==> src/hw/rtl/cst_pkg.sv <==
// ----------------------------------------------------------------------------
// cst_pkg
// Shared types, constants and character-class functions for the tokenizer.
// ----------------------------------------------------------------------------
package cst_pkg;

  localparam int unsigned PosBits = 24;
  localparam logic [PosBits-1:0] PosMax = {PosBits{1'b1}};

  typedef enum logic [2:0] {
    KIND_EOF     = 3'd0,
    KIND_IDENT   = 3'd1,
    KIND_NUMBER  = 3'd2,
    KIND_STRING  = 3'd3,
    KIND_CHAR    = 3'd4,
    KIND_PUNCT   = 3'd5,
    KIND_PREPROC = 3'd6
  } tok_kind_e;

  typedef enum logic [3:0] {
    MODE_IDLE     = 4'd0,
    MODE_LCOM     = 4'd1,
    MODE_BC_OPEN  = 4'd2,
    MODE_BC       = 4'd3,
    MODE_BC_CLOSE = 4'd4,
    MODE_PP       = 4'd5,
    MODE_PP_SKIP2 = 4'd6,
    MODE_PP_SKIP1 = 4'd7,
    MODE_QOPEN2   = 4'd8,
    MODE_QOPEN1   = 4'd9,
    MODE_QBODY    = 4'd10,
    MODE_IDENT    = 4'd11,
    MODE_NUM      = 4'd12,
    MODE_PSKIP3   = 4'd13,
    MODE_PSKIP2   = 4'd14,
    MODE_PSKIP1   = 4'd15
  } lex_mode_e;

  typedef struct packed {
    tok_kind_e          kind;
    logic [PosBits-1:0] offset;
    logic [PosBits-1:0] length;
    logic [PosBits-1:0] line;
    logic [PosBits-1:0] column;
  } tok_t;

  typedef struct packed {
    lex_mode_e          mode;
    logic               quote_sq;
    logic               esc;
    logic               expo;
    logic [PosBits-1:0] offset;
    logic [PosBits-1:0] line;
    logic [PosBits-1:0] column;
    logic [PosBits-1:0] start;
    logic [PosBits-1:0] start_line;
    logic [PosBits-1:0] start_column;
  } lex_state_t;

  function automatic logic is_alpha(input logic [7:0] c);
    return (c >= 8'h61 && c <= 8'h7a) || (c >= 8'h41 && c <= 8'h5a);
  endfunction

  function automatic logic is_digit(input logic [7:0] c);
    return c >= 8'h30 && c <= 8'h39;
  endfunction

  function automatic logic is_alnum(input logic [7:0] c);
    return is_alpha(c) || is_digit(c);
  endfunction

  function automatic logic is_ident_cont(input logic [7:0] c);
    return c == 8'h5f || is_alnum(c);
  endfunction

  function automatic logic is_space(input logic [7:0] c);
    return c == 8'h20 || c == 8'h09 || c == 8'h0d || c == 8'h0a || c == 8'h0c || c == 8'h0b;
  endfunction

  function automatic logic is_quote(input logic [7:0] c);
    return c == 8'h22 || c == 8'h27;
  endfunction

  function automatic logic [PosBits-1:0] sat_inc(input logic [PosBits-1:0] v);
    return (v == PosMax) ? v : v + PosBits'(1);
  endfunction

  function automatic logic is_two_op(input logic [7:0] c, input logic [7:0] d);
    logic r;
    r = 1'b0;
    unique case (c)
      8'h2d: r = d == 8'h3e || d == 8'h2d || d == 8'h3d;            // - > - =
      8'h2b: r = d == 8'h2b || d == 8'h3d;
      8'h3c: r = d == 8'h3c || d == 8'h3d || d == 8'h3a || d == 8'h25;
      8'h3e: r = d == 8'h3e || d == 8'h3d;
      8'h3d: r = d == 8'h3d;
      8'h21: r = d == 8'h3d;
      8'h26: r = d == 8'h26 || d == 8'h3d;
      8'h7c: r = d == 8'h7c || d == 8'h3d;
      8'h2a: r = d == 8'h3d;
      8'h2f: r = d == 8'h3d;
      8'h25: r = d == 8'h3d || d == 8'h3e || d == 8'h3a;
      8'h5e: r = d == 8'h3d;
      8'h23: r = d == 8'h23;
      8'h3a: r = d == 8'h3e;
      default: r = 1'b0;
    endcase
    return r;
  endfunction

  function automatic logic [2:0] punct_len(input logic [7:0] c, input logic [7:0] l1,
                                           input logic [7:0] l2, input logic [7:0] l3);
    logic [2:0] r;
    if (c == 8'h25 && l1 == 8'h3a && l2 == 8'h25 && l3 == 8'h3a) r = 3'd4;
    else if ((c == 8'h2e && l1 == 8'h2e && l2 == 8'h2e) ||
             (c == 8'h3c && l1 == 8'h3c && l2 == 8'h3d) ||
             (c == 8'h3e && l1 == 8'h3e && l2 == 8'h3d)) r = 3'd3;
    else if (is_two_op(c, l1)) r = 3'd2;
    else r = 3'd1;
    return r;
  endfunction

endpackage

==> src/hw/rtl/cst_step.sv <==
// ----------------------------------------------------------------------------
// cst_step
// Lexer state update for one byte leaving the window; gives at most one token.
// ----------------------------------------------------------------------------
module cst_step (
  input  cst_pkg::lex_state_t st_i,
  input  logic [7:0]          c_i,
  input  logic [7:0]          l1_i,
  input  logic [7:0]          l2_i,
  input  logic [7:0]          l3_i,
  output cst_pkg::lex_state_t st_o,
  output logic                tok_vld_o,
  output cst_pkg::tok_t       tok_o
);

  logic [2:0] plen;
  logic       fin;
  logic       done;
  logic       more;
  cst_pkg::tok_kind_e fkind;
  cst_pkg::lex_state_t s;

  assign plen = cst_pkg::punct_len(c_i, l1_i, l2_i, l3_i);

  always_comb begin
    s = st_i;
    fin = 1'b0;
    fkind = cst_pkg::KIND_PUNCT;
    tok_vld_o = 1'b0;
    done = 1'b0;
    more = 1'b0;
    tok_o = '0;
    // advance
    st_o = st_i;
    s.offset = cst_pkg::sat_inc(st_i.offset);
    if (c_i == 8'h0a) begin
      s.line = cst_pkg::sat_inc(st_i.line);
      s.column = cst_pkg::PosBits'(1);
    end else begin
      s.column = cst_pkg::sat_inc(st_i.column);
    end
    unique case (st_i.mode)
      cst_pkg::MODE_LCOM: if (c_i == 8'h0a) s.mode = cst_pkg::MODE_IDLE;
      cst_pkg::MODE_BC_OPEN: s.mode = cst_pkg::MODE_BC;
      cst_pkg::MODE_BC: if (c_i == 8'h2a && l1_i == 8'h2f) s.mode = cst_pkg::MODE_BC_CLOSE;
      cst_pkg::MODE_BC_CLOSE: s.mode = cst_pkg::MODE_IDLE;
      cst_pkg::MODE_PP_SKIP2: s.mode = cst_pkg::MODE_PP_SKIP1;
      cst_pkg::MODE_PP_SKIP1: begin
        s.mode = cst_pkg::MODE_PP;
        if (l1_i == 8'h0a || l1_i == 8'h00) begin
          fin = 1'b1;
          fkind = cst_pkg::KIND_PREPROC;
        end
      end
      cst_pkg::MODE_QOPEN2: s.mode = cst_pkg::MODE_QOPEN1;
      cst_pkg::MODE_QOPEN1: begin
        s.esc = 1'b0;
        s.mode = cst_pkg::MODE_QBODY;
        if (l1_i == 8'h00) begin
          fin = 1'b1;
          fkind = st_i.quote_sq ? cst_pkg::KIND_CHAR : cst_pkg::KIND_STRING;
        end
      end
      cst_pkg::MODE_QBODY: begin
        if (st_i.esc) begin
          s.esc = 1'b0;
          done = l1_i == 8'h00;
        end else if (c_i == 8'h5c && l1_i != 8'h00) begin
          s.esc = 1'b1;
        end else begin
          done = (c_i == (st_i.quote_sq ? 8'h27 : 8'h22)) || l1_i == 8'h00;
        end
        if (done) begin
          s.esc = 1'b0;
          fin = 1'b1;
          fkind = st_i.quote_sq ? cst_pkg::KIND_CHAR : cst_pkg::KIND_STRING;
        end
      end
      cst_pkg::MODE_IDENT: if (!cst_pkg::is_ident_cont(l1_i)) begin
        fin = 1'b1;
        fkind = cst_pkg::KIND_IDENT;
      end
      cst_pkg::MODE_NUM: begin
        if (cst_pkg::is_alnum(c_i) || c_i == 8'h2e || c_i == 8'h5f)
          s.expo = c_i == 8'h65 || c_i == 8'h45 || c_i == 8'h70 || c_i == 8'h50;
        else
          s.expo = 1'b0;
        more = cst_pkg::is_alnum(l1_i) || l1_i == 8'h2e || l1_i == 8'h5f ||
               ((l1_i == 8'h2b || l1_i == 8'h2d) && s.expo);
        if (!more) begin
          fin = 1'b1;
          fkind = cst_pkg::KIND_NUMBER;
        end
      end
      cst_pkg::MODE_PSKIP3: s.mode = cst_pkg::MODE_PSKIP2;
      cst_pkg::MODE_PSKIP2: s.mode = cst_pkg::MODE_PSKIP1;
      cst_pkg::MODE_PSKIP1: s.mode = cst_pkg::MODE_IDLE;
      cst_pkg::MODE_PP: begin
        if (c_i == 8'h5c && l1_i == 8'h0d && l2_i == 8'h0a) s.mode = cst_pkg::MODE_PP_SKIP2;
        else if (c_i == 8'h5c && l1_i == 8'h0a) s.mode = cst_pkg::MODE_PP_SKIP1;
        else if (l1_i == 8'h0a || l1_i == 8'h00) begin
          fin = 1'b1;
          fkind = cst_pkg::KIND_PREPROC;
        end
      end
      default: begin
        if (cst_pkg::is_space(c_i)) begin
        end else if (c_i == 8'h2f && (l1_i == 8'h2f || l1_i == 8'h2a)) begin
          s.mode = (l1_i == 8'h2f) ? cst_pkg::MODE_LCOM : cst_pkg::MODE_BC_OPEN;
        end else begin
          s.start = st_i.offset;
          s.start_line = st_i.line;
          s.start_column = st_i.column;
          if (c_i == 8'h23) begin
            s.mode = cst_pkg::MODE_PP;
            if (c_i == 8'h5c && l1_i == 8'h0a) s.mode = cst_pkg::MODE_PP_SKIP1;
            else if (l1_i == 8'h0a || l1_i == 8'h00) begin
              fin = 1'b1;
              fkind = cst_pkg::KIND_PREPROC;
            end
          end else if ((c_i == 8'h4c || c_i == 8'h75 || c_i == 8'h55) &&
                       cst_pkg::is_quote(l1_i)) begin
            s.quote_sq = l1_i == 8'h27;
            s.mode = cst_pkg::MODE_QOPEN1;
          end else if (c_i == 8'h75 && l1_i == 8'h38 && cst_pkg::is_quote(l2_i)) begin
            s.quote_sq = l2_i == 8'h27;
            s.mode = cst_pkg::MODE_QOPEN2;
          end else if (c_i == 8'h5f || cst_pkg::is_alpha(c_i)) begin
            s.mode = cst_pkg::MODE_IDENT;
            if (!cst_pkg::is_ident_cont(l1_i)) begin
              fin = 1'b1;
              fkind = cst_pkg::KIND_IDENT;
            end
          end else if (cst_pkg::is_digit(c_i) || (c_i == 8'h2e && cst_pkg::is_digit(l1_i)))
          begin
            s.expo = 1'b0;
            s.mode = cst_pkg::MODE_NUM;
            more = cst_pkg::is_alnum(l1_i) || l1_i == 8'h2e || l1_i == 8'h5f;
            if (!more) begin
              fin = 1'b1;
              fkind = cst_pkg::KIND_NUMBER;
            end
          end else if (cst_pkg::is_quote(c_i)) begin
            s.quote_sq = c_i == 8'h27;
            s.esc = 1'b0;
            s.mode = cst_pkg::MODE_QBODY;
            if (l1_i == 8'h00) begin
              fin = 1'b1;
              fkind = (c_i == 8'h27) ? cst_pkg::KIND_CHAR : cst_pkg::KIND_STRING;
            end
          end else begin
            tok_vld_o = 1'b1;
            tok_o.kind = cst_pkg::KIND_PUNCT;
            tok_o.offset = st_i.offset;
            tok_o.length = cst_pkg::PosBits'(plen);
            tok_o.line = st_i.line;
            tok_o.column = st_i.column;
            unique case (plen)
              3'd4: s.mode = cst_pkg::MODE_PSKIP3;
              3'd3: s.mode = cst_pkg::MODE_PSKIP2;
              3'd2: s.mode = cst_pkg::MODE_PSKIP1;
              default: s.mode = cst_pkg::MODE_IDLE;
            endcase
          end
        end
      end
    endcase
    if (fin) begin
      tok_vld_o = 1'b1;
      tok_o.kind = fkind;
      tok_o.offset = s.start;
      tok_o.length = s.offset - s.start;
      tok_o.line = s.start_line;
      tok_o.column = s.start_column;
      s.mode = cst_pkg::MODE_IDLE;
    end
    st_o = s;
  end

endmodule
==> config.mk <==
export PLATFORM = sky130hd
export DESIGN_NAME = cst_step
export DESIGN_NICKNAME = d
export VERILOG_FILES = /design/src/hw/rtl/cst_pkg.sv /design/src/hw/rtl/cst_step.sv
export SDC_FILE = /design/constraint.sdc
export NUM_CORES = 1
export LEC_CHECK = 0
export BUFFER_PORTS_ARGS = -buffer_cell sky130_fd_sc_hd__buf_2
export CORE_AREA = 2 2 169 171
export DETAILED_ROUTE_END_ITERATION = 10
export DIE_AREA = 0 0 171 173
export PLACE_DENSITY = 0.57
export SYNTH_ARGS = -nofsm -noshare
export SYNTH_HDL_FRONTEND = slang
export SYNTH_SLANG_ARGS = --single-unit
==> constraint.sdc <==
create_clock -name vclk -period 8.6
set_clock_uncertainty 0.1 [all_clocks]
set_input_delay 0.43 -clock vclk [all_inputs]
set_output_delay 0.43 -clock vclk [all_outputs]
set_load 0.1 [all_outputs]
==> results of run 1 <==
==> cell usage after synthesis, types with 19 or more instances <==
library cell	number	area (µm²)
a21oi_1	36	180.2
a22o_1	72	630.6
and3_1	24	150.1
buf_2	24	120.1
clkbuf_1	26	97.59
ha_1	26	325.3
inv_1	49	183.9
mux2_2	54	608.1
mux2i_1	22	220.2
nand2_1	66	247.7
nand3_1	32	160.2
nand4_1	23	143.9
nor2_1	79	296.5
nor3_1	39	195.2
nor4_1	19	118.9
o21ai_0	32	160.2
xnor2_1	44	385.4
xor2_1	41	359.1
==> how the worst min path moves through the flow <==
stage,startpoint,end,slack [ns],cells past startpoint
final,st_i[114],st_o[114],1.23,3
after global routing,st_i[103],st_o[103],1.25,3
after CTS,st_i[114],st_o[114],1.24,3
after detailed placement,st_i[114],st_o[114],1.24,3
after global placement,st_i[114],st_o[114],1.23,3
after floorplan,st_i[74],st_o[74],1.20,2
==> final cells by class <==
cell class | instances | area, µm² | share of cell area [%]
timing repair buffer | 439 | 2210 | 24.72
multi-input combinational | 835 | 6073 | 67.94
tap | 378 | 473.0 | 5.290
inverter | 49 | 183.9 | 2.057
==> power groups by stage <==
stage	combinational [mW]	clock (mW)	sequential [mW]
2_1_floorplan	0.781	0	0
3_3_place_gp	0.980	0	0
3_5_place_dp	0.980	0	0
4_1_cts	0.982	0	0
5_1_grt	1.03	0	0
6_report	0.985	0	0
==> metal layers <==
metal	GRT usage, %	vias up	share of wire (%)
met3	2.037	48	7.4
met1	26.21	4348	42
met4	4.626	0	2.4
met2	37.60	463	48
li1	-	4377	-
met5	0	-	0
==> tightest hold or removal path, delay by kind of cell <==
family / cells / cell delay (ns)
xor+xnor: 1 / 0.07
buf+inv: 2 / 0.40
==> logic make-up (layout without fill, tap and decap cells) <==
family                     after synthesis  in the layout
and+or+nand+nor                        391            391
xor gates and xnor gates                85             85
buffers and inverters                  114            488
AOI/OAI and AO/OA                      256            256
adders and majority gates               27             27
muxes                                   76             76
==> through the flow <==
step	area (µm²)	std cells	setup slack, ns	utilization (%)	total power, mW
after global placement	8940	1701	2.842	32.36	0.9799
after CTS	8940	1701	2.762	32.36	0.9824
after floorplan	6641	949	0.4618	-	0.7809
after global routing	8940	1701	2.406	32.36	1.026
final	8940	1701	2.694	32.36	0.9851
after detailed placement	8940	1701	2.776	32.36	0.9800
==> flow_summary.yaml, run 1 <==
run_status:
  status: "completed"
die:
  die_h_um: 173
  die_x_um: 171
  dieArea_um2: 29580
  ios: 434
  rows: 61
  coreArea_um2: 27630
  initial_utilization_pct: 24.04
timing:
  period_share_pct: 68.68
  min_period_ns: 5.906
  grt_setup_unrepaired: "false"
  finalMaxSlewViolations: 0
  final-setup-viol-count: 0
  finalHoldViolCount: 0
  setup_tns_ns: 0
  worst_pin_slew_ns: 1.210
  whs_ns: 1.232
  slew_headroom_pct: 19.33
  max_freq_ghz: 0.1693
power_and_ir_drop:
  seq_power_share_pct: 0
  leakage_nw: 4.136
  power.internal_mw: 0.1960
  clockPowerShare_pct: 0
  comb_power_share_pct: 100.0
  max-vdd-ir-drop_v: 0.00005259
  powerDensity_nw_per_um2: 110.2
  p_sw_mw: 0.7891
  switching_share_pct: 80.10
critical_path:
  cp-endpoint: "tok_o[71]"
  slowest_stage: "nor2_4"
  critPathLaunchType: "input pin"
  cp.arrival_ns: 5.38
  crit_top_cell: "buf_2"
  crit_chain: "buf_2 -> nor4_2 -> o21ai_1 -> nor2_4 -> buf_4 -> mux2i_1 -> ha_1 -> o21a_1 -> o31a_1 -> o41a_1 -> o211ai_1 -> and3_1 -> nor4_1 -> nor3b_1 -> buf_2"
  cp.buffers_inverters: 3
  path_depth: 15
  crit_path_end_kind: "output pin"
  cp_top_family: "simple AND/OR/NAND/NOR gates"
  setup.worst_path.start: "st_i[148]"
  path_max_fanout: 21
  cp.required_ns: 8.07
  path_class: "in2out"
  max_stage_delay_ns: 0.63
job:
  maxCapViolCount: 0
global_routing:
  grt_overflow: 0
  grt_pass1_vias: 8754
  antenna_found_initial: 0
  track_usage_pct: 20.75
  grt_first_pass_wirelength_um: 49810
  grt_max_degree: 55
place:
  gp_congestion: 0.9467
  numPortBuffers: 434
  dp_hpwl_um: 27450
logic_synthesis:
  synth_top_family_by_area: "simple AND/OR/NAND/NOR gates"
  synth_compound_gate_area_share_pct: 29.46
  ys_warn_count: 0
  synth_cell_types: 90
  synthMuxAreaShare_pct: 12.47
  synthAdderAreaFrac_pct: 5.200
  synth_area_per_cell_um2: 6.998
  yosysSeqAreaShare_pct: 0
  syn-cell-area_um2: 6641
  synth_xor_xnor_area_share_pct: 11.21
  yosys.area_share.simple_pct: 32.97
  syn_nets: 1159
  synthCells: 949
finish:
  nFlopsAndLatches: 0
  num_antenna_cells: 0
  layout_commonest_cell: "buf_2"
  drive_gt1_share_pct: 39.46
  synthToLayoutAreaGrowth_pct: 34.61
  ff_latch_area_um2: 0
  n_fill_cell: 3056
  final_cell_mix: "buf_2 (434), nor2_1 (78), a22o_1 (72), nand2_1 (66), mux2_2 (54)"
  nNetsFinal: 1535
  clock_buffers: 0
min_path:
  hp-class: "in2out"
detailed_routing:
  routedWlPerCell_um: 19.54
  vias: 9236
  drc_errors: 0
  drt.antenna.violating_nets: 0
  viasPerCell: 5.430
  routed_wl_um: 33250
  dr.pass1.iters: 5
  drtIter0Drc: 770
clocking:
  holdBufCountCts: 0
  ctsResizeCount: 0
  cts_setup_buffers: 0
Power figures use the tool's default switching activity.
==> run 2, diff against run 1 <==
--- a/config.mk
+++ b/config.mk
@@ -5,11 +5,12 @@
 export SDC_FILE = /design/constraint.sdc
 export NUM_CORES = 1
 export LEC_CHECK = 0
+export ABC_AREA = 1
 export BUFFER_PORTS_ARGS = -buffer_cell sky130_fd_sc_hd__buf_2
-export CORE_AREA = 2 2 169 171
+export CORE_AREA = 2 2 168 170
 export DETAILED_ROUTE_END_ITERATION = 10
-export DIE_AREA = 0 0 171 173
-export PLACE_DENSITY = 0.57
+export DIE_AREA = 0 0 170 172
+export PLACE_DENSITY = 0.58
 export SYNTH_ARGS = -nofsm -noshare
 export SYNTH_HDL_FRONTEND = slang
 export SYNTH_SLANG_ARGS = --single-unit
==> constraint.sdc (replaced) <==
create_clock -name vclk -period 6.1
set_clock_uncertainty 0.1 [all_clocks]
set_input_delay 0.305 -clock vclk [all_inputs]
set_output_delay 0.305 -clock vclk [all_outputs]
set_load 0.1 [all_outputs]
==> flow_summary.yaml, run 2 <==
run_status:
  status: "completed"
die:
  coreArea_um2: 27480
  rows: 61
  dieArea_um2: 29240
  die_h_um: 172
  initial_utilization_pct: 25.13
  ios: 434
  die_x_um: 170
logic_synthesis:
  synth_most_common_cell: "nand2_1"
  ys_warn_count: 0
  yosysSeqAreaShare_pct: 0
  synthTopCellsByArea: "nand2_1 (18%), inv_1 (12%), nor2_1 (11%)"
  synth_top_area_share_pct: 17.56
  synth_area_per_cell_um2: 5.007
  synthCells: 1379
  synth_common_cells: "nand2_1 (323), inv_1 (223), nor2_1 (200)"
  synth_cell_types: 49
  syn_nets: 1589
  synth.largest_area_cell: "nand2_1"
  syn-cell-area_um2: 6904
place:
  numPortBuffers: 434
  gp_congestion: 0.9822
  placed_area_um2: 9620
  dp_hpwl_um: 31960
finish:
  ff_latch_area_um2: 0
  multi_input_area_um2: 5804
  nNetsFinal: 1994
  layout_commonest_cell: "buf_2"
  clock_buffers: 0
  synthToLayoutAreaGrowth_pct: 39.42
  nFlopsAndLatches: 0
  n_fill_cell: 3123
  final_cell_mix: "buf_2 (416), nand2_1 (322), inv_1 (223), nor2_1 (200), o21ai_0 (104)"
  postLayoutCellArea_um2: 9625
  drive_gt1_share_pct: 29.63
power_and_ir_drop:
  seq_power_share_pct: 0
  max-vdd-ir-drop_v: 0.00009309
  leakage_nw: 5.323
  clockPowerShare_pct: 0
  switching_share_pct: 80.95
  power.internal_mw: 0.2686
  p_sw_mw: 1.142
  comb_power_share_pct: 100.0
  powerDensity_nw_per_um2: 146.5
clocking:
  ctsResizeCount: 0
  cts_setup_buffers: 0
  holdBufCountCts: 0
timing:
  worst_pin_slew_ns: 1.065
  setup_tns_ns: 0
  slew_headroom_pct: 28.76
  max_freq_ghz: 0.1939
  min_period_ns: 5.158
  grt_setup_unrepaired: "false"
  finalHoldViolCount: 0
  finalMaxSlewViolations: 0
  final-setup-viol-count: 0
  period_share_pct: 84.55
global_routing:
  track_usage_pct: 23.33
  antenna_found_initial: 4
  grt_first_pass_wirelength_um: 53950
  grt_overflow: 0
  grt_pass1_vias: 10056
  grt_max_degree: 73
detailed_routing:
  routed_wl_um: 37350
  drc_errors: 0
  dr.pass1.iters: 7
  viasPerCell: 5.083
  routedWlPerCell_um: 17.54
  drt.antenna.violating_nets: 0
  vias: 10827
  drtIter0Drc: 651
critical_path:
  slowest_stage: "nor3_1"
  path_class: "in2out"
  cp.arrival_ns: 4.75
  path_max_fanout: 6
  cp.required_ns: 5.69
  crit_chain: "buf_2 -> ha_1 -> inv_1 -> nor2_1 -> nand3_1 -> nor4_1 -> nand2_1 -> nand2_1 -> nor3_1 -> inv_1 -> nor2_1 -> nand3_1 -> xor2_2 -> ha_1 -> nand2_1 -> nor4_1 -> nand3_1 -> nand3_1 -> a31o_2 -> nor2_1 -> nor2_1 -> buf_12"
  critPathLaunchType: "input pin"
  max_stage_delay_ns: 0.69
  crit_path_end_kind: "output pin"
min_path:
  hp-class: "in2out"
job:
  maxCapViolCount: 0
## run 2: changes by cell type after synthesis, moves of 47 or more
cell / before / now
nand2_1: 66 / 323
nor2_1: 79 / 200
a21oi_2: 2 / 49
o21ai_0: 32 / 106
nand3_1: 32 / 91
mux2_2: 54 / 0
a22o_1: 72 / 0
inv_1: 49 / 223
## run 2: cell type report
type / instances / area share (%)
diodes: 2 / 0.05200
repair buffers: 442 / 26.00
well taps: 346 / 4.498
inverters: 234 / 9.151
multi-input cells: 1106 / 60.30
## run 2: power by group through the flow
stage | clock, mW | sequential [mW] | combinational [mW]
2_1_floorplan | 0 | 0 | 1.09
3_3_place_gp | 0 | 0 | 1.41
3_5_place_dp | 0 | 0 | 1.40
4_1_cts | 0 | 0 | 1.41
5_1_grt | 0 | 0 | 1.48
6_report | 0.0000000440 | 0 | 1.41
## run 2: cell families (layout without fill, tap and decap cells)
family,Yosys count,in the layout,share of synthesized area (%)
buffers and inverters,273,676,16.46
xor gates and xnor gates,58,58,7.358
other,0,2,0
and+or+nand+nor,741,741,46.27
AOI/OAI and AO/OA,280,280,24.92
adders and majority gates,27,27,5.002
## run 2: worst max-delay path: cells and delay by family
kind / cells / cell delay [ns]
fa+ha+maj: 2 / 0.58
simple gates: 14 / 2.97
buf+inv: 4 / 0.52
xor+xnor: 1 / 0.18
compound gates: 1 / 0.20
## run 2: path summary, 6_finish.rpt
kind	end	slack [ns]	depth (start not counted)	startpoint
min	st_o[119]	0.96	3	st_i[119]
max	tok_o[69]	0.94	22	st_i[120]
## run 2: through the flow
step | hold WS (ns) | util (%) | total power, mW | instances | setup WS, ns
6_report | 0.9577 | 35.03 | 1.410 | 2130 | 0.9423
2_1_floorplan | 0.8231 | - | 1.089 | 1379 | 0.04479
3_5_place_dp | 0.9524 | 35.01 | 1.403 | 2128 | 0.9602
3_3_place_gp | 0.9539 | 35.01 | 1.406 | 2128 | 0.9080
4_1_cts | 0.9571 | 35.01 | 1.407 | 2128 | 0.9570
5_1_grt | 0.9699 | 35.01 | 1.480 | 2128 | 0.5731
## run 2: routing by layer
| metal | part of all wire, % | GRT usage (%) | vias up |
|---|---|---|---|
| met5 | 0.035 | 0 | - |
| met1 | 40 | 28.30 | 4866 |
| met4 | 3.7 | 7.246 | 2 |
| li1 | - | - | 5299 |
| met2 | 48 | 41.90 | 581 |
| met3 | 8.3 | 4.143 | 79 |
==> run 3, diff against run 2 <==
--- a/config.mk
+++ b/config.mk
@@ -10,7 +10,7 @@
 export CORE_AREA = 2 2 168 170
 export DETAILED_ROUTE_END_ITERATION = 10
 export DIE_AREA = 0 0 170 172
-export PLACE_DENSITY = 0.58
+export PLACE_DENSITY = 0.6
 export SYNTH_ARGS = -nofsm -noshare
 export SYNTH_HDL_FRONTEND = slang
 export SYNTH_SLANG_ARGS = --single-unit
==> constraint.sdc (replaced) <==
create_clock -name vclk -period 4.3
set_clock_uncertainty 0.1 [all_clocks]
set_input_delay 0.215 -clock vclk [all_inputs]
set_output_delay 0.215 -clock vclk [all_outputs]
set_load 0.1 [all_outputs]
==> flow_summary.yaml, run 3 (synthesis gave the netlist of run 2 again) <==
run_status:
  status: "completed"
die:
  die_h_um: 172
  coreArea_um2: 27480
  rows: 61
  ios: 434
  die_x_um: 170
  initial_utilization_pct: 25.13
  dieArea_um2: 29240
power_and_ir_drop:
  max-vdd-ir-drop_v: 0.0001224
  power_mw: 2.447
  leakage_nw: 6.212
  powerDensity_nw_per_um2: 190.9
min_path:
  hp-class: "in2out"
timing:
  min_period_ns: 4.076
  worst_slack_ns: 0.2242
  whs_ns: 0.7684
  max_freq_ghz: 0.2454
  finalMaxSlewViolations: 0
  finalHoldViolCount: 0
  period_share_pct: 94.79
  final-setup-viol-count: 0
  slew_headroom_pct: 32.47
  worst_pin_slew_ns: 1.013
critical_path:
  path_class: "in2out"
  cp.arrival_ns: 3.76
  critPathLaunchType: "input pin"
  path_max_fanout: 5
  cp.required_ns: 3.98
  crit_path_end_kind: "output pin"
place:
  numPortBuffers: 434
  gp_congestion: 0.9914
  dp_hpwl_um: 34640
  pre_cts_slack_ns: -0.06891
finish:
  drive_gt1_share_pct: 35.65
  nFlopsAndLatches: 0
  synthToLayoutAreaGrowth_pct: 85.70
  clock_buffers: 0
  final_cell_mix: "nand2_1 (317), buf_2 (264), inv_1 (221), nor2_1 (174), buf_12 (171)"
  ff_latch_area_um2: 0
  layout_commonest_cell: "nand2_1"
  nNetsFinal: 2027
detailed_routing:
  drtIter0Drc: 671
  vias: 10855
  dr.pass1.iters: 5
  routed_wl_um: 39690
  drc_errors: 0
  viasPerCell: 5.018
  drt.antenna.violating_nets: 0
  routedWlPerCell_um: 18.35
global_routing:
  antenna_found_initial: 4
  grt_max_degree: 75
  grt_overflow: 0
  grt_pass1_vias: 10421
  track_usage_pct: 25.73
  grt_first_pass_wirelength_um: 59050
job:
  maxCapViolCount: 0
[run 3: what timing repair did]
item / CTS / global route
endpoints found under the setup margin: 5 / 12
pin swaps: 1 / 2
gates resized for setup: 2 / 18
buffers inserted: 1 / 1
hold buffers: 0 / 0
[run 3: cell type report]
| class | instances | area (µm²) |
|---|---|---|
| tap | 346 | 432.9 |
| inverter | 234 | 880.8 |
| antenna | 2 | 5.005 |
| timing repair buffer | 475 | 5049 |
| multi-input combinational | 1106 | 6454 |
| fill | 2898 | 14660 |
[run 3: per-layer routing]
| layer | track usage (%) | part of all wire, % | vias to the layer above |
|---|---|---|---|
| li1 | - | - | 5373 |
| met1 | 31.43 | 40 | 4945 |
| met2 | 46.76 | 50 | 466 |
| met3 | 3.960 | 7.1 | 67 |
| met4 | 7.246 | 3.4 | 4 |
| met5 | 0 | 0.076 | - |
[run 3: path summary, 6_finish.rpt]
kind / startpoint / endpoint / depth (start not counted)
worst max-delay path: st_i[120] / tok_o[70] / 23
worst min-delay path: st_i[40] / st_o[40] / 4
[run 3: stage by stage]
step           instances  utilization [%]  instance area, µm²  TNS (ns)
2_1_floorplan       1379                -                7518   -0.1385
3_3_place_gp        2159            46.32               12730  -0.01113
3_5_place_dp        2159            46.32               12730   -0.1773
4_1_cts             2160            46.38               12740         0
5_1_grt             2161            46.64               12820  -0.01997
6_report            2163            46.66               12820         0
[run 3: where the power goes]
part,internal [mW],switching [mW],total [mW]
combinational,0.709,1.74,2.45
sequential,0,0,0
clock,0.0000000623,0,0.0000000623
total,0.709,1.74,2.45
[run 3: critical path, cell delays in order]
cell     delay, ns
buf_2         0.11
ha_1          0.22
inv_2         0.10
nor2_2        0.07
nand3_2       0.13
nor4_4        0.06
nand2_2       0.15
nand2_2       0.10
nor3_4        0.27
inv_2         0.08
nor2_4        0.23
nand3_4       0.14
xor2_4        0.22
ha_4          0.31
nand2_1       0.11
nor4_2        0.32
nand4_1       0.14
nand3_1       0.14
nand3_1       0.11
nand3_1       0.08
nand2_1       0.08
a21oi_4       0.16
buf_12        0.19
